**src/rtl/rde_pkg.sv**
```systemverilog
// ----------------------------------------------------------------------------
// rde_pkg
// Shared types, codes and defaults for the reversible deque engine.
// ----------------------------------------------------------------------------
package rde_pkg;

  localparam int DEPTH_DEF  = 64;
  localparam int ELEM_W_DEF = 8;
  localparam int ACTION_W   = 2;
  localparam int VALUE_W    = 8;
  localparam int KIND_W     = 2;

  typedef enum logic [ACTION_W-1:0] {
    ACT_LOAD    = 2'd0,
    ACT_REVERSE = 2'd1,
    ACT_DELETE  = 2'd2,
    ACT_FINISH  = 2'd3
  } action_t;

  typedef enum logic [KIND_W-1:0] {
    KIND_ELEM  = 2'd0,
    KIND_ERROR = 2'd1,
    KIND_EMPTY = 2'd2
  } kind_t;

  typedef enum logic [1:0] {
    ST_IDLE,
    ST_SINGLE,
    ST_DRAIN
  } drain_state_t;

  // finish request from the queue state to the drain sequencer
  typedef struct packed {
    logic  start;
    kind_t kind;
  } finish_req_t;

endpackage

```
**src/rtl/rde_chan_if.sv**
```systemverilog
// ----------------------------------------------------------------------------
// rde_chan_if
// Valid/ready channels for deque actions and for emitted results.
// ----------------------------------------------------------------------------
interface rde_in_if import rde_pkg::*; ();
  logic                valid;
  logic                ready;
  logic [ACTION_W-1:0] action;
  logic [VALUE_W-1:0]  element_value;

  modport source (output valid, action, element_value, input ready);
  modport sink (input valid, action, element_value, output ready);
endinterface

interface rde_out_if import rde_pkg::*; ();
  logic               valid;
  logic               ready;
  logic [KIND_W-1:0]  result_kind;
  logic [VALUE_W-1:0] result_value;
  logic               last_result;

  modport source (output valid, result_kind, result_value, last_result, input ready);
  modport sink (input valid, result_kind, result_value, last_result, output ready);
endinterface

```
**src/rtl/rde_ram.sv**
```systemverilog
// ----------------------------------------------------------------------------
// rde_ram
// Generic simple dual-port RAM, one write and one registered read port.
// ----------------------------------------------------------------------------
module rde_ram #(
  parameter int WIDTH = 8,
  parameter int DEPTH = 64
) (
  input  logic                     clk,
  input  logic                     wr_en,
  input  logic [$clog2(DEPTH)-1:0] wr_addr,
  input  logic [WIDTH-1:0]         wr_data,
  input  logic                     rd_en,
  input  logic [$clog2(DEPTH)-1:0] rd_addr,
  output logic [WIDTH-1:0]         rd_data
);

  logic [WIDTH-1:0] mem [DEPTH];
  logic [WIDTH-1:0] rd_data_r;

  always_ff @(posedge clk) begin
    if (wr_en) begin
      mem[wr_addr] <= wr_data;
    end
    // read data holds while no read is issued
    if (rd_en) begin
      rd_data_r <= mem[rd_addr];
    end
  end

  assign rd_data = rd_data_r;

endmodule

```
**src/rtl/rde_qstate.sv**
```systemverilog
// ----------------------------------------------------------------------------
// rde_qstate
// Ring pointers, count, reverse bit and error flag; memory write address.
// ----------------------------------------------------------------------------
module rde_qstate import rde_pkg::*; #(
  parameter int DEPTH  = DEPTH_DEF,
  parameter int ELEM_W = ELEM_W_DEF
) (
  input  logic                       clk,
  input  logic                       rst_n,
  input  logic                       op_fire,
  input  action_t                    op_action,
  input  logic [VALUE_W-1:0]         op_value,
  output logic                       wr_en,
  output logic [$clog2(DEPTH)-1:0]   wr_addr,
  output logic [ELEM_W-1:0]          wr_data,
  output finish_req_t                fin_req,
  output logic [$clog2(DEPTH)-1:0]   fin_first,
  output logic [$clog2(DEPTH+1)-1:0] fin_count,
  output logic                       fin_rev
);

  localparam int PTR_W = $clog2(DEPTH);
  localparam int CNT_W = $clog2(DEPTH + 1);
  localparam int SUM_W = CNT_W + 1;
  localparam logic [PTR_W-1:0] PTR_LAST = PTR_W'(DEPTH - 1);

  logic [PTR_W-1:0] head_r, head_nxt;
  logic [CNT_W-1:0] count_r, count_nxt;
  logic             rev_r, rev_nxt;
  logic             err_r, err_nxt;

  logic [SUM_W-1:0] back_sum;
  logic [PTR_W-1:0] back_slot;
  logic [PTR_W-1:0] tail_slot;
  logic [PTR_W-1:0] head_inc;
  logic             full;

  // physical slot one past the last element, wrapped once
  assign back_sum  = SUM_W'(head_r) + SUM_W'(count_r);
  assign back_slot = (back_sum >= SUM_W'(DEPTH)) ? PTR_W'(back_sum - SUM_W'(DEPTH))
                                                 : PTR_W'(back_sum);
  assign tail_slot = (back_slot == '0) ? PTR_LAST : back_slot - PTR_W'(1);
  assign head_inc  = (head_r == PTR_LAST) ? '0 : head_r + PTR_W'(1);
  assign full      = (count_r == CNT_W'(DEPTH));

  assign wr_en   = op_fire && (op_action == ACT_LOAD) && !err_r && !full;
  assign wr_addr = back_slot;
  assign wr_data = ELEM_W'(op_value);

  always_comb begin
    fin_req.start = op_fire && (op_action == ACT_FINISH);
    if (err_r) begin
      fin_req.kind = KIND_ERROR;
    end else if (count_r == '0) begin
      fin_req.kind = KIND_EMPTY;
    end else begin
      fin_req.kind = KIND_ELEM;
    end
  end

  assign fin_first = rev_r ? tail_slot : head_r;
  assign fin_count = count_r;
  assign fin_rev   = rev_r;

  always_comb begin
    head_nxt  = head_r;
    count_nxt = count_r;
    rev_nxt   = rev_r;
    err_nxt   = err_r;
    if (op_fire) begin
      case (op_action)
        ACT_LOAD: begin
          if (!err_r && !full) begin
            count_nxt = count_r + CNT_W'(1);
          end
        end
        ACT_REVERSE: begin
          if (!err_r) begin
            rev_nxt = !rev_r;
          end
        end
        ACT_DELETE: begin
          if (!err_r) begin
            if (count_r == '0) begin
              err_nxt = 1'b1;
            end else begin
              if (!rev_r) begin
                head_nxt = head_inc;
              end
              count_nxt = count_r - CNT_W'(1);
            end
          end
        end
        ACT_FINISH: begin
          head_nxt  = '0;
          count_nxt = '0;
          rev_nxt   = 1'b0;
          err_nxt   = 1'b0;
        end
        default: begin
          head_nxt = head_r;
        end
      endcase
    end
  end

  always_ff @(posedge clk) begin
    if (!rst_n) begin
      head_r  <= '0;
      count_r <= '0;
      rev_r   <= 1'b0;
      err_r   <= 1'b0;
    end else begin
      head_r  <= head_nxt;
      count_r <= count_nxt;
      rev_r   <= rev_nxt;
      err_r   <= err_nxt;
    end
  end

endmodule

```
**src/rtl/rde_drain.sv**
```systemverilog
// ----------------------------------------------------------------------------
// rde_drain
// Finish sequencer: walks the ring through the RAM read port into the output
// register, or emits a single error or empty-list result.
// ----------------------------------------------------------------------------
module rde_drain import rde_pkg::*; #(
  parameter int DEPTH  = DEPTH_DEF,
  parameter int ELEM_W = ELEM_W_DEF
) (
  input  logic                       clk,
  input  logic                       rst_n,
  input  finish_req_t                fin_req,
  input  logic [$clog2(DEPTH)-1:0]   fin_first,
  input  logic [$clog2(DEPTH+1)-1:0] fin_count,
  input  logic                       fin_rev,
  output logic                       rd_en,
  output logic [$clog2(DEPTH)-1:0]   rd_addr,
  input  logic [ELEM_W-1:0]          rd_data,
  output logic                       busy,
  output logic                       out_valid,
  output logic [KIND_W-1:0]          out_kind,
  output logic [VALUE_W-1:0]         out_value,
  output logic                       out_last,
  input  logic                       out_ready
);

  localparam int PTR_W  = $clog2(DEPTH);
  localparam int CNT_W  = $clog2(DEPTH + 1);
  localparam int WIDE_W = (ELEM_W > VALUE_W) ? ELEM_W : VALUE_W;
  localparam logic [PTR_W-1:0] PTR_LAST = PTR_W'(DEPTH - 1);

  drain_state_t       state_r, state_nxt;
  logic [PTR_W-1:0]   ptr_r, ptr_nxt;
  logic [CNT_W-1:0]   left_r, left_nxt;
  logic               dir_r, dir_nxt;
  kind_t              pend_r, pend_nxt;
  logic               ov_r, ov_nxt;
  logic [KIND_W-1:0]  okind_r, okind_nxt;
  logic [VALUE_W-1:0] oval_r, oval_nxt;
  logic               olast_r, olast_nxt;

  logic               out_free;
  logic               load_out;
  logic [PTR_W-1:0]   step_src;
  logic               step_dir;
  logic [PTR_W-1:0]   step_ptr;
  logic [WIDE_W-1:0]  rd_wide;

  assign out_free = !ov_r || out_ready;
  assign rd_wide  = WIDE_W'(rd_data);

  // next ring slot in walk direction
  always_comb begin
    if (state_r == ST_IDLE) begin
      step_src = fin_first;
      step_dir = fin_rev;
    end else begin
      step_src = ptr_r;
      step_dir = dir_r;
    end
    if (step_dir) begin
      step_ptr = (step_src == '0) ? PTR_LAST : step_src - PTR_W'(1);
    end else begin
      step_ptr = (step_src == PTR_LAST) ? '0 : step_src + PTR_W'(1);
    end
  end

  always_comb begin
    state_nxt = state_r;
    ptr_nxt   = ptr_r;
    left_nxt  = left_r;
    dir_nxt   = dir_r;
    pend_nxt  = pend_r;
    rd_en     = 1'b0;
    rd_addr   = step_src;
    load_out  = 1'b0;
    okind_nxt = okind_r;
    oval_nxt  = oval_r;
    olast_nxt = olast_r;
    case (state_r)
      ST_IDLE: begin
        if (fin_req.start) begin
          if (fin_req.kind == KIND_ELEM) begin
            rd_en     = 1'b1;
            ptr_nxt   = step_ptr;
            left_nxt  = fin_count;
            dir_nxt   = fin_rev;
            state_nxt = ST_DRAIN;
          end else begin
            pend_nxt  = fin_req.kind;
            state_nxt = ST_SINGLE;
          end
        end
      end
      ST_SINGLE: begin
        if (out_free) begin
          load_out  = 1'b1;
          okind_nxt = pend_r;
          oval_nxt  = '0;
          olast_nxt = 1'b1;
          state_nxt = ST_IDLE;
        end
      end
      ST_DRAIN: begin
        if (out_free) begin
          load_out  = 1'b1;
          okind_nxt = KIND_ELEM;
          oval_nxt  = rd_wide[VALUE_W-1:0];
          olast_nxt = (left_r == CNT_W'(1));
          left_nxt  = left_r - CNT_W'(1);
          if (left_r == CNT_W'(1)) begin
            state_nxt = ST_IDLE;
          end else begin
            rd_en   = 1'b1;
            ptr_nxt = step_ptr;
          end
        end
      end
      default: begin
        state_nxt = ST_IDLE;
      end
    endcase
    if (load_out) begin
      ov_nxt = 1'b1;
    end else if (out_ready) begin
      ov_nxt = 1'b0;
    end else begin
      ov_nxt = ov_r;
    end
  end

  always_ff @(posedge clk) begin
    if (!rst_n) begin
      state_r <= ST_IDLE;
      ov_r    <= 1'b0;
    end else begin
      state_r <= state_nxt;
      ov_r    <= ov_nxt;
    end
  end

  always_ff @(posedge clk) begin
    ptr_r   <= ptr_nxt;
    left_r  <= left_nxt;
    dir_r   <= dir_nxt;
    pend_r  <= pend_nxt;
    okind_r <= okind_nxt;
    oval_r  <= oval_nxt;
    olast_r <= olast_nxt;
  end

  assign busy      = (state_r != ST_IDLE);
  assign out_valid = ov_r;
  assign out_kind  = okind_r;
  assign out_value = oval_r;
  assign out_last  = olast_r;

endmodule

```
**src/rtl/reversible_deque_engine.sv**
```systemverilog
// load, reverse and delete: one transaction per cycle while no finish is being emitted,
//   state updated at the accepting edge; finish with error or empty list: one result in
//   the output register; finish with n elements: each through the RAM read register into
//   the output register, one per cycle while the sink takes them; input is held off until
//   the last is loaded; the rate is set by the single registered read port of the memory
// synchronous reset (rst_n low) clears head, count, flags, output valid; memory is kept
// ----------------------------------------------------------------------------
// reversible_deque_engine
// Ring-buffer deque with a reverse flag, emitting its contents on finish.
// ----------------------------------------------------------------------------
module reversible_deque_engine import rde_pkg::*; #(
  parameter int DEPTH  = DEPTH_DEF,
  parameter int ELEM_W = ELEM_W_DEF
) (
  input  logic      clk,
  input  logic      rst_n,
  rde_in_if.sink    in_chan,
  rde_out_if.source out_chan
);

  localparam int PTR_W = $clog2(DEPTH);
  localparam int CNT_W = $clog2(DEPTH + 1);

  // handshake on the action channel
  logic in_fire;
  logic busy;

  // memory write side, driven by the queue state
  logic              wr_en;
  logic [PTR_W-1:0]  wr_addr;
  logic [ELEM_W-1:0] wr_data;

  // memory read side, driven by the drain sequencer
  logic              rd_en;
  logic [PTR_W-1:0]  rd_addr;
  logic [ELEM_W-1:0] rd_data;

  // finish hand-off
  finish_req_t       fin_req;
  logic [PTR_W-1:0]  fin_first;
  logic [CNT_W-1:0]  fin_count;
  logic              fin_rev;

  // no new action while a finish is being emitted; a waiting last result
  // does not block loads that follow it
  assign in_chan.ready = !busy;
  assign in_fire       = in_chan.valid && !busy;

  // pointers, count, reverse bit and error flag
  rde_qstate #(
    .DEPTH  (DEPTH),
    .ELEM_W (ELEM_W)
  ) u_qstate (
    .clk       (clk),
    .rst_n     (rst_n),
    .op_fire   (in_fire),
    .op_action (action_t'(in_chan.action)),
    .op_value  (in_chan.element_value),
    .wr_en     (wr_en),
    .wr_addr   (wr_addr),
    .wr_data   (wr_data),
    .fin_req   (fin_req),
    .fin_first (fin_first),
    .fin_count (fin_count),
    .fin_rev   (fin_rev)
  );

  // element storage; a load writes at the edge before any finish can read,
  // and loads never overlap a drain, so no forwarding is needed
  rde_ram #(
    .WIDTH (ELEM_W),
    .DEPTH (DEPTH)
  ) u_ram (
    .clk     (clk),
    .wr_en   (wr_en),
    .wr_addr (wr_addr),
    .wr_data (wr_data),
    .rd_en   (rd_en),
    .rd_addr (rd_addr),
    .rd_data (rd_data)
  );

  // finish sequencer and output register
  rde_drain #(
    .DEPTH  (DEPTH),
    .ELEM_W (ELEM_W)
  ) u_drain (
    .clk       (clk),
    .rst_n     (rst_n),
    .fin_req   (fin_req),
    .fin_first (fin_first),
    .fin_count (fin_count),
    .fin_rev   (fin_rev),
    .rd_en     (rd_en),
    .rd_addr   (rd_addr),
    .rd_data   (rd_data),
    .busy      (busy),
    .out_valid (out_chan.valid),
    .out_kind  (out_chan.result_kind),
    .out_value (out_chan.result_value),
    .out_last  (out_chan.last_result),
    .out_ready (out_chan.ready)
  );

endmodule

```
**src/flat_wrapper.sv**
```systemverilog
// flat-port wrapper written by rule: the top's interface ports become plain ports
module reversible_deque_engine_flat import rde_pkg::*;
#(
  parameter int DEPTH  = DEPTH_DEF,
  parameter int ELEM_W = ELEM_W_DEF
)
  (clk, rst_n, in_chan_valid, in_chan_action, in_chan_element_value, in_chan_ready, out_chan_valid, out_chan_result_kind, out_chan_result_value, out_chan_last_result, out_chan_ready);
  rde_in_if in_chan_i ();
  rde_out_if out_chan_i ();
  input  logic clk;
  input  logic rst_n;
  input wire logic [$bits(in_chan_i.valid)-1:0] in_chan_valid;
  input wire logic [$bits(in_chan_i.action)-1:0] in_chan_action;
  input wire logic [$bits(in_chan_i.element_value)-1:0] in_chan_element_value;
  output wire logic [$bits(in_chan_i.ready)-1:0] in_chan_ready;
  output wire logic [$bits(out_chan_i.valid)-1:0] out_chan_valid;
  output wire logic [$bits(out_chan_i.result_kind)-1:0] out_chan_result_kind;
  output wire logic [$bits(out_chan_i.result_value)-1:0] out_chan_result_value;
  output wire logic [$bits(out_chan_i.last_result)-1:0] out_chan_last_result;
  input wire logic [$bits(out_chan_i.ready)-1:0] out_chan_ready;
  assign in_chan_i.valid = in_chan_valid;
  assign in_chan_i.action = in_chan_action;
  assign in_chan_i.element_value = in_chan_element_value;
  assign in_chan_ready = in_chan_i.ready;
  assign out_chan_valid = out_chan_i.valid;
  assign out_chan_result_kind = out_chan_i.result_kind;
  assign out_chan_result_value = out_chan_i.result_value;
  assign out_chan_last_result = out_chan_i.last_result;
  assign out_chan_i.ready = out_chan_ready;
  reversible_deque_engine #(.DEPTH(DEPTH), .ELEM_W(ELEM_W)) u_core (.clk(clk), .rst_n(rst_n), .in_chan(in_chan_i), .out_chan(out_chan_i));
endmodule
```
**config.mk**
```make
export PLATFORM = sky130hd
export DESIGN_NAME = reversible_deque_engine_flat
export DESIGN_NICKNAME = d
export VERILOG_FILES = /design/src/rtl/rde_pkg.sv /design/src/rtl/rde_chan_if.sv /design/src/rtl/rde_ram.sv /design/src/rtl/rde_qstate.sv /design/src/rtl/rde_drain.sv /design/src/rtl/reversible_deque_engine.sv /design/src/flat_wrapper.sv
export SDC_FILE = /design/constraint.sdc
export NUM_CORES = 1
export LEC_CHECK = 0
export BUFFER_PORTS_ARGS = -buffer_cell sky130_fd_sc_hd__clkbuf_2
export CAP_MARGIN = 20
export CORE_ASPECT_RATIO = 0.9
export CORE_MARGIN = 4
export CORE_UTILIZATION = 55
export CTS_BUF_LIST = sky130_fd_sc_hd__clkbuf_8
export DETAILED_ROUTE_END_ITERATION = 10
export PLACE_DENSITY = 0.78
export SYNTH_ARGS = -nofsm -noshare
export SYNTH_HDL_FRONTEND = slang
export SYNTH_SLANG_ARGS = --single-unit
```
**constraint.sdc**
```tcl
create_clock -name clk -period 3.9 [get_ports clk]
set_input_delay 0.195 -clock clk [delete_from_list [all_inputs] [get_ports clk]]
set_output_delay 0.195 -clock clk [all_outputs]
set_load 0.005 [all_outputs]
```
After elaboration in Yosys (flattened, before gate mapping)
Memories as Yosys holds them, arrays and structs flattened. A register that Yosys moved wholly into a read port is not among the register bits.
Index checks and enable logic that the tools add are counted.

storage, ports and cells
  bits in registers = 45
  bits in writable memories = 512
  input bits = 14
  output and inout port bits = 13
  word-level logic and storage cells = 139
  memories = 1

memory list
  name              depth  bits a word  rd ports  clocked after Yosys merged registers in  write ports  RTL line       source
  u_core.u_ram.mem  64     8            1         1                                        1            rde_ram.sv:18  logic [WIDTH-1:0] mem [DEPTH];

operators by class
  add/sub/neg operators = 9
  $lt $le $gt $ge = 1
  equal/unequal tests = 20
  mux-type cells = 58
  bitwise gates (word level) = 1
  reduce and logical (&&, ||, !) cells = 36

operators by type and width
  kind                 count
  $mux 6               15
  $mux 7               6
  $pmux 6 s2           2
  $pmux 7 s3           1
  $sub 6x1->6 const B  3
  $mux 1               16
  $mux 2               8
  $mux 8               2
  $ne 2x2->1 const B   8
  $pmux 8 s2           1
  $reduce_and 5->1     3
  $pmux 7 s2           1
  $sub 7x1->7 const B  2
  $add 6x1->6 const B  2
  $eq 6x6->1 const B   2
  $logic_not 6->1      2
  $reduce_and 3->1     4
  $reduce_bool 2->1    6
  $add 6x7->8          1
  $ge 8x7->1 const B   1
  $pmux 1 s2           4
  $reduce_and 4->1     2
  $add 7x1->7 const B  1
  $eq 7x1->1 const B   1
  15 further kinds     31

Depth between registers and ports, before layout
Gate-level depths: netlist of run 1.

  depth after elaboration = 13
  mapped depth = 16
  mapped depth without buffers = 14

By module
A second synthesis of run 1 with hierarchy kept.

unflattened totals
  cells, all modules = 1288
  area, all modules = 23533.8 um^2

by module, submodules not included
  module                   instances  cells an instance  area an instance (um^2)  sequential area each (um^2)
  rde_ram                  1          940                20246.9                  15615.0
  rde_drain                1          169                1849.3                   870.8
  rde_qstate               1          177                1427.6                   300.3
  reversible_deque_engine  1          2                  10.0                     0.0

Least setup slack after synthesis of run 1
Ideal clock, no wire load.

  path type = reg2reg
  from = register u_core.u_qstate.count_r[0], in the netlist u_core.u_qstate.fin_count[0]
  to = register u_core.u_drain.ptr_r[4], data pin
  setup time = 0.260 ns
  data arrival time = 3.416 ns
  data required time = 3.640 ns
  slack = 0.224 ns
  stages on the path, launching flop included = 15
  path buffers = 3
  period minus slack after synthesis = 3.676 ns
  cells stage by stage = dfxtp_1 -> ha_1 -> fa_1 -> xnor2_2 -> o221a_2 -> o211a_4 -> a21o_4 -> inv_4 -> buf_6 -> buf_4 -> buf_4 -> ha_1 -> and3_1 -> o31a_1 -> mux2_2

between the ends
  cells in the longest elaborated chain, start to end = 13
  elaborated cells between the ends (all ways) = 21
  classes of those cells = add/sub: 5; order compare: 1; eq/ne: 1; mux: 12; reduce/logical: 2

RTL lines
  element                                                RTL line                           source
  start, declared                                        rde_qstate.sv:29                   logic [CNT_W-1:0] count_r, count_nxt;
  start signal, assigned                                 rde_qstate.sv:116                  count_r <= count_nxt;
  $add 6x7->8 *                                          rde_qstate.sv:40                   assign back_sum = SUM_W'(head_r) + SUM_W'(count_r);
  $ge 8x7->1 / $sub 6x1->6 (equally long branches)       rde_qstate.sv:41                   assign back_slot = (back_sum >= SUM_W'(DEPTH)) ? PTR_W'(back_sum - SUM_W'(DEPTH))
  $mux 6 *                                               rde_qstate.sv:41
  $sub 6x1->6 / $logic_not 6->1 (equally long branches)  rde_qstate.sv:43                   assign tail_slot = (back_slot == '0) ? PTR_LAST : back_slot - PTR_W'(1);
  $mux 6 *                                               rde_qstate.sv:43
  $mux 6 *                                               rde_qstate.sv:62                   assign fin_first = rev_r ? tail_slot : head_r;
  $mux 6 *                                               rde_drain.sv:54                    if (state_r == ST_IDLE) begin
  $add 6x1->6 (tied with other cells)                    rde_drain.sv:64                    step_ptr = (step_src == PTR_LAST) ? '0 : step_src + PTR_W'(1);
  $mux 6, on equally long branches                       rde_drain.sv:64, rde_drain.sv:62
  $mux 6 *                                               rde_drain.sv:61                    if (step_dir) begin
  $mux 6, on equally long branches                       rde_drain.sv:111, rde_drain.sv:83
  $mux 6, on equally long branches                       rde_drain.sv:105, rde_drain.sv:82
  $pmux 6 s2 *                                           rde_drain.sv:80                    case (state_r)
  via u_core.u_drain.ptr_nxt[4]                          rde_drain.sv:33                    logic [PTR_W-1:0] ptr_r, ptr_nxt;
  end signal, assigned                                   rde_drain.sv:143                   ptr_r <= ptr_nxt;
  end, declared                                          rde_drain.sv:33

Mark *: on every way through the listed nets, which the timed path passes. The rest lies on a longest branch. The select of a mux whose other input is x is not followed.
A chain may end at the register's enable or synchronous reset.

Worst setup path in the final report of run 1
  from = register u_core.u_qstate.head_r[0]
  to = register u_core.u_ram.rd_data_r[2], in the netlist u_core.u_ram.rd_data[2], read port of u_core.u_ram.mem, data pin

between the ends
  cells in the longest elaborated chain, start to end = 7
  elaborated cells between the ends (all ways) = 9
  classes of those cells = add/sub: 3; order compare: 1; mux: 4; reduce/logical: 1

RTL lines
  element                                                RTL line           source
  start, declared                                        rde_qstate.sv:28   logic [PTR_W-1:0] head_r, head_nxt;
  start signal, assigned                                 rde_qstate.sv:115  head_r <= head_nxt;
  $add 6x7->8                                            rde_qstate.sv:40
  $ge 8x7->1 / $sub 6x1->6 (equally long branches)       rde_qstate.sv:41
  $mux 6                                                 rde_qstate.sv:41
  $sub 6x1->6 / $logic_not 6->1 (equally long branches)  rde_qstate.sv:43
  $mux 6                                                 rde_qstate.sv:43
  $mux 6 *                                               rde_qstate.sv:62
  $mux 6 *                                               rde_drain.sv:54
  end, declared                                          rde_ram.sv:19      logic [WIDTH-1:0] rd_data_r;

Mark *: on every way between the ends. The rest lies on a longest branch, timed or not.

==> results of run 1 <==
[synth_stat cells, types with 5 or more instances]
library cell / count / area (sq um)
dfxtp_1: 18 / 360
buf_6: 8 / 90.1
nand2_1: 347 / 1300
buf_4: 15 / 113
mux2i_1: 77 / 771
nor3_1: 18 / 90.1
nand2b_1: 5 / 31.3
a21o_1: 10 / 75.1
a31oi_1: 7 / 43.8
o21ai_0: 16 / 80.1
o22ai_1: 9 / 56.3
nand3_1: 69 / 345
xnor2_1: 10 / 87.6
a22oi_1: 37 / 278
xor2_1: 5 / 43.8
and3_1: 14 / 87.6
nor2b_1: 12 / 75.1
clkbuf_1: 28 / 105
a221oi_1: 12 / 105
a21oi_1: 185 / 926
inv_1: 14 / 52.6
a32oi_1: 41 / 359
buf_2: 41 / 205
nor2_1: 111 / 417
ha_1: 22 / 275
and2_1: 19 / 119
or2_2: 5 / 31.3
a2111oi_0: 15 / 131
edfxtp_1: 547 / 16400
[sequential cells by signal, summed over array words and instances (netlist names), 2 cells and up]
register,cells
u_core.u_drain.out_kind,2
u_core.u_drain.state_r,2
u_core.u_ram.rd_data,8
u_core.u_qstate.head_r,6
u_core.u_drain.pend_r,2
u_core.u_drain.out_value,8
u_core.u_ram.mem,512
u_core.u_qstate.fin_count,7
u_core.u_drain.left_r,7
u_core.u_drain.ptr_r,6
[timing repair]
item,CTS,global route
buffers inserted,0,6
setup endpoints to repair,3,10
endpoints found under the hold margin,32,0
resized for setup,4,27
hold buffers,6,0
cloned,0,1
pin swaps,0,1
[power breakdown]
group | internal (uW) | switching [uW] | total (uW)
Combinational | 4330 | 7250 | 11600
Clock | 2610 | 2320 | 4930
Sequential | 6950 | 88.4 | 7040
Total | 13900 | 9660 | 23500
[per-layer routing]
metal  track usage  up-vias  share of wire  wire length [um]
met5             0        -        0.00018                11
met4        0.0966        2          0.036              2180
met3        0.0699      155           0.11              6530
met2         0.393      953           0.46             27400
li1              -     7102              -                 -
met1         0.358     7714           0.40             23800
[through the flow]
step	util	power, uW	cells	worst slack [ns]
after floorplan	-	14100	1785	0.224
after global placement	0.603	17700	2424	-0.00833
after detailed placement	0.603	18000	2424	-0.0346
after CTS	0.646	23000	2590	0.0162
after global routing	0.650	24600	2597	-0.0246
final	0.650	23500	2597	0.0757
[layout make-up]
class / count / area share
inverters: 16 / 0.00265
multi-input cells: 1107 / 0.236
repair buffers: 202 / 0.0619
clock inverters: 71 / 0.0180
clock buffers: 89 / 0.0447
well taps: 547 / 0.0250
flip-flops and latches: 565 / 0.612
[critical path, stage by stage (launching register included)]
cell and delay, ns:
dfxtp_1 0.31, ha_1 0.23, fa_1 0.39, nand3_1 0.10
a21oi_1 0.10, o221a_4 0.32, o211a_4 0.14, a21o_4 0.24
clkinv_8 0.11, buf_16 0.21, mux2i_1 0.20, mux2i_1 0.15
a2111oi_0 0.52, buf_4 0.19, a22o_1 0.24, a211oi_2 0.06
[cell families (layout without fill, tap and decap cells)]
| logic type | count (synthesis) | count (layout) |
|---|---|---|
| xor+xnor | 18 | 18 |
| simple gates | 616 | 616 |
| mux | 79 | 79 |
| buf+inv | 113 | 378 |
| fa+ha+maj | 24 | 24 |
| compound gates | 370 | 370 |
| flops | 565 | 565 |
[worst min-delay path by stage]
stage                         startpoint  slack (ns)  cells after the start                         to
2_1_floorplan   in_chan_element_value[0]        0.29                      0     u_core.u_ram.mem[0][0]
3_3_place_gp   u_core.u_drain.state_r[0]        0.47                      2  u_core.u_drain.state_r[0]
3_5_place_dp   u_core.u_drain.state_r[0]        0.49                      2  u_core.u_drain.state_r[0]
4_1_cts                    in_chan_valid        0.05                      4      u_core.u_qstate.err_r
5_1_grt                    in_chan_valid         0.1                      4      u_core.u_qstate.err_r
6_report                   in_chan_valid        0.09                      4      u_core.u_qstate.err_r
==> summary.txt, run 1 <==
DRT Pass-1 Iters -> 8
Antenna diodes -> 0
Worst-Margin Slew -> 0.992 ns
Most frequent cells in the layout -> 547 x edfxtp_1, 346 x nand2_1, 184 x a21oi_1, 153 x buf_4, 109 x nor2_1
Reg2Reg Capture Point -> u_core.u_ram.rd_data[2]
Most common cell after layout, fill and taps aside -> edfxtp_1
CP Class -> flip-flop to flip-flop
CTS Buffer Depth -> 3
Ys Warns -> 0
CTS tree -> yes
R2R Setup Slk -> 0.08 ns
Post-synth EDFFs -> 547
Final Cell Area -> 27400 sq um
Hpwl dp -> 37100 um
Cells after Synth -> 1785
Rel. slew slack -> 0.339
Synth Area in Simple Gates -> 0.110
Worst EP arrival -> 4.21 ns
IO Pins -> 27
Crit path launch -> u_core.u_qstate.head_r[0]
Largest net degree at the start of global routing -> 137
Final nets -> 2017
Final hold vios -> 0
Clock transition at the registers of the reported paths -> 0.07 ns
Syn_area_per_cell -> 13.3 sq um
GRT Overall Usage -> 0.257
Remaining DRCs -> 0
Top_reg_cell synth -> edfxtp_1
PwrDens -> 859 nW/um^2
Max-cap violations -> 0
Initial DRC count -> 1925
Number of routed nets with antenna violations -> 0
Max VDD drop -> 0.000858 V
DIE WIDTH -> 227 um
Setup TNS -> 0 ns
Largest family of logic cells by synthesized area -> simple AND/OR/NAND/NOR gates
Global-route wire length before repair -> 90800 um
Mux cell area share after synthesis -> 0.0334
Post-place instance area -> 25400 sq um
Clk Latency, worst-skew pair -> 0.69 ns
Final Setup Violations -> 0
R2r worst-path depth -> 15
FILL cells -> 2973
Status -> completed
CTS Buf Count -> 87
Minimum clock period -> 3.82 ns
Wirelength, routed -> 59900 um
Std cell rows -> 71
RSZ-0062 raised after global routing -> true
Gr ovfl total -> 0
IO Port Bufs -> 26
Vias/cell -> 6.13
Die ar. -> 46600 sq um
Fmax achieved -> 261 MHz
Netlist cell types -> 71
Layout cells sized above 1 -> 0.171
CTS sink count -> 565
Vias in the first global route -> 15430
Seq/Total Area, Yosys -> 0.707
Final hold slack -> 0.0901 ns
Routability cong. -> 0.926
FF-to-FF Start -> u_core.u_qstate.head_r[0]
Syn Std Cell Area -> 23700 sq um
Root Buffer -> clkbuf_8
CTS H-Tree Depth -> 3
Fin crit share -> 0.981
Worst clock skew -> 0.0361 ns
Startpoint Class -> flip-flop
Wire per inst -> 23.0 um
CP Capture Type -> flip-flop
Count of pins over their slew limit -> 0
Hold Path Class -> input pin to flip-flop
Post-Synth Adder-Cell Area -> 0.0133
Starting density of the core -> 0.563
Max FO, Critical Path -> 32
Post-Synth XOR/XNOR Area -> 0.00785
Compound-cell area share of the yosys netlist -> 0.103
Post-synthesis register bit count -> 565
CORE AREA -> 42200 sq um
Worst Setup EP -> u_core.u_ram.rd_data[2]
Leak Pwr -> 0.0100 uW
Syn Nets -> 1823
FF/Latch Area -> 16800 sq um
Footprint of the multi-input gates -> 6470 sq um
FFs w/ async S/R, synth -> 0
Area Growth Syn to Fin -> 15.5%
Die height -> 205 um
DR vias -> 15926
Req. time, crit path -> 4.29 ns
Antenna violations before repair -> 1
No activity file was read; power rests on OpenSTA's default activity.
==> inputs of run 2 (changes only) <==
--- a/config.mk
+++ b/config.mk
@@ -12,7 +12,8 @@
 export CORE_UTILIZATION = 55
 export CTS_BUF_LIST = sky130_fd_sc_hd__clkbuf_8
 export DETAILED_ROUTE_END_ITERATION = 10
-export PLACE_DENSITY = 0.78
+export GPL_TIMING_DRIVEN = 1
+export PLACE_DENSITY = 0.75
 export SYNTH_ARGS = -nofsm -noshare
 export SYNTH_HDL_FRONTEND = slang
 export SYNTH_SLANG_ARGS = --single-unit
==> constraint.sdc (replaced) <==
create_clock -name clk -period 4.5 [get_ports clk]
set_input_delay 0.225 -clock clk [delete_from_list [all_inputs] [get_ports clk]]
set_output_delay 0.225 -clock clk [all_outputs]
set_load 0.005 [all_outputs]
==> run 2 against run 1 <==
Non-clock buffer count fell by 101; utilization shrank 2.7 points; die area unchanged; via count down 3.7%; count of clock-buffer cells in the layout down 2; register-to-register slack better by 0.14 ns; largest power group unchanged.
==> summary.txt, run 2 (synthesis gave the netlist of run 1 again) <==
CP Capture Type -> flip-flop
Worst-Margin Slew -> 0.990 ns (-0.00167 ns)
Status -> completed
Clk Latency, worst-skew pair -> 0.67 ns (-0.02 ns)
Net Switching -> 7970 uW (-18%)
FF-to-FF Start -> u_core.u_qstate.head_r[0]
PwrDens -> 725 nW/um^2 (-16%)
Remaining DRCs -> 0 (unchanged)
Fin crit share -> 0.952 (-0.0290)
Vias/cell -> 6.15 (+0.36%)
Setup TNS -> 0 ns (unchanged)
Final Non-Filler Cells -> 2493 (-4.0%)
CTS Buf Count -> 86 (-1.1%)
Starting density of the core -> 0.563 (unchanged)
Antenna diodes -> 0 (unchanged)
Worst clock skew -> 0.0429 ns (+0.00674 ns)
Std cell rows -> 71 (unchanged)
RSZ-0062 raised after global routing -> false
Hold Path Class -> input pin to flip-flop
Worst EP arrival -> 4.70 ns (+0.49 ns)
Hpwl dp -> 35500 um (-4.4%)
Post-CTS sizing -> 0 (-4)
Switching share of total power -> 0.418 (+0.00757)
Final nets -> 1915 (-5.1%)
Max VDD drop -> 0.000691 V (-19%)
Reg power frac -> 0.320 (+0.021)
Final Util -> 0.623 (-0.0268)
CTS tree -> yes
IO Pins -> 27 (unchanged)
Layout cells sized above 1 -> 0.119 (-0.0520)
Gr ovfl total -> 0 (unchanged)
CTS sink count -> 565 (unchanged)
Root Buffer -> clkbuf_8
CTS Buffer Depth -> 3 (unchanged)
Tot Pwr -> 19100 uW (-19%)
Final Setup Violations -> 0 (unchanged)
Wirelength, routed -> 57600 um (-3.7%)
CTS H-Tree Depth -> 3 (unchanged)
Most frequent cells in the layout -> 547 x edfxtp_1, 347 x nand2_1, 184 x a21oi_1, 110 x nor2_1, 87 x clkbuf_8
Reg2Reg Capture Point -> u_core.u_ram.rd_data[0]
Int Power -> 11100 uW (-20%)
Clock power frac -> 0.211 (+0.002)
Hold Crit Depth -> 4 (unchanged)
Die height -> 205 um (unchanged)
Rel. slew slack -> 0.340 (+0.00112)
R2R Setup Slk -> 0.22 ns (+0.14 ns)
Vias in the first global route -> 14931 (-3.2%)
Hold Startpoint -> in_chan_valid
Largest net degree at the start of global routing -> 100 (-27%)
Most common cell after layout, fill and taps aside -> edfxtp_1
Initial DRC count -> 1996 (+3.7%)
Wire per inst -> 23.1 um (+0.31%)
FF/Latch Area -> 16800 sq um (about the same)
FILL cells -> 3092 (+4.0%)
Die ar. -> 46600 sq um (unchanged)
Minimum clock period -> 4.28 ns (+0.458 ns)
Biggest register -> u_core.u_ram.mem
Comb power frac -> 0.468 (-0.024)
Fmax achieved -> 234 MHz (-11%)
R2r worst-path depth -> 15 (unchanged)
Number of routed nets with antenna violations -> 0 (unchanged)
Hold Buf Count CTS -> 6 (unchanged)
CORE AREA -> 42200 sq um (unchanged)
Final hold slack -> 0.0491 ns (-0.0410 ns)
Max FO, Critical Path -> 57 (+78%)
DRT Pass-1 Iters -> 10 (+2)
IO Port Bufs -> 26 (unchanged)
Routability cong. -> 0.888 (-4.2%)
Req. time, crit path -> 4.92 ns (+0.63 ns)
Area Growth Syn to Fin -> 10.7%
Leak Pwr -> 0.00936 uW (-6.6%)
Dpl cells -> 2330 (-3.9%)
Max reg flops -> 512 (unchanged)
DR vias -> 15343 (-3.7%)
Setup Fix Bufs, Post-CTS -> 0 (unchanged)
Clock transition at the registers of the reported paths -> 0.06 ns (about the same)
Footprint of the multi-input gates -> 6360 sq um (-1.7%)
Startpoint Class -> flip-flop
Antenna violations before repair -> 0 (-1)
DIE WIDTH -> 227 um (unchanged)
Global-route wire length before repair -> 88600 um (-2.4%)
Hold EP -> u_core.u_qstate.err_r
CP Class -> flip-flop to flip-flop
Count of pins over their slew limit -> 0 (unchanged)
Max-cap violations -> 0 (unchanged)
Final hold vios -> 0 (unchanged)
GRT Overall Usage -> 0.251 (-0.00609)
run 2: routing by layer:
layer	vias to the layer above	global-route usage	part of all wire
li1	6910	-	-
met1	7467	0.368	0.42
met2	860	0.369	0.44
met3	106	0.0744	0.12
met4	0	0.0743	0.026
met5	-	0	0
run 2: critical path, stage by stage, from the launching register on:
cell and delay [ns]:
dfxtp_1 0.38, ha_1 0.26, fa_1 0.46, nand3_1 0.12
a21oi_1 0.09, o221a_2 0.34, o211a_4 0.19, a21o_4 0.24
inv_8 0.26, buf_4 0.24, buf_12 0.28, mux2i_1 0.26
o22ai_1 0.11, a21oi_1 0.16, nand3_1 0.26, and3_1 0.31
run 2: power groups by stage:
stage	registers, uW	clock network [uW]	logic, uW
final	6110	4030	8940
after global routing	6120	4350	9590
after CTS	6110	4090	8750
after detailed placement	6220	0	8690
after global placement	6220	0	8510
after floorplan	6190	0	6040
run 2: area by class of cell:
class                      count  share of cell area
sequential                   565               0.638
multi-input combinational   1107               0.242
clock buffer                  87              0.0455
timing repair buffer         101              0.0298
tap                          547              0.0260
clock inverter                70              0.0159
inverter                      16             0.00257
run 2: worst max-delay path by stage:
stage,from,endpoint,slack (ns)
after floorplan,u_core.u_qstate.fin_count[0],u_core.u_drain.ptr_r[4],0.82
after global placement,u_core.u_qstate.head_r[0],u_core.u_ram.rd_data[0],0.36
after detailed placement,u_core.u_qstate.head_r[0],u_core.u_ram.rd_data[0],0.28
after CTS,u_core.u_qstate.head_r[0],u_core.u_ram.rd_data[1],0.24
after global routing,u_core.u_qstate.head_r[0],u_core.u_ram.rd_data[1],0.0005
final,u_core.u_qstate.head_r[0],u_core.u_ram.rd_data[0],0.22
run 2: through the flow:
| stage | setup slack, ns | cell area (sq um) |
|---|---|---|
| 3_3_place_gp | 0.364 | 24600 |
| 6_report | 0.218 | 26300 |
| 2_1_floorplan | 0.824 | 23700 |
| 3_5_place_dp | 0.280 | 24600 |
| 5_1_grt | 0.000471 | 26300 |
| 4_1_cts | 0.237 | 26300 |
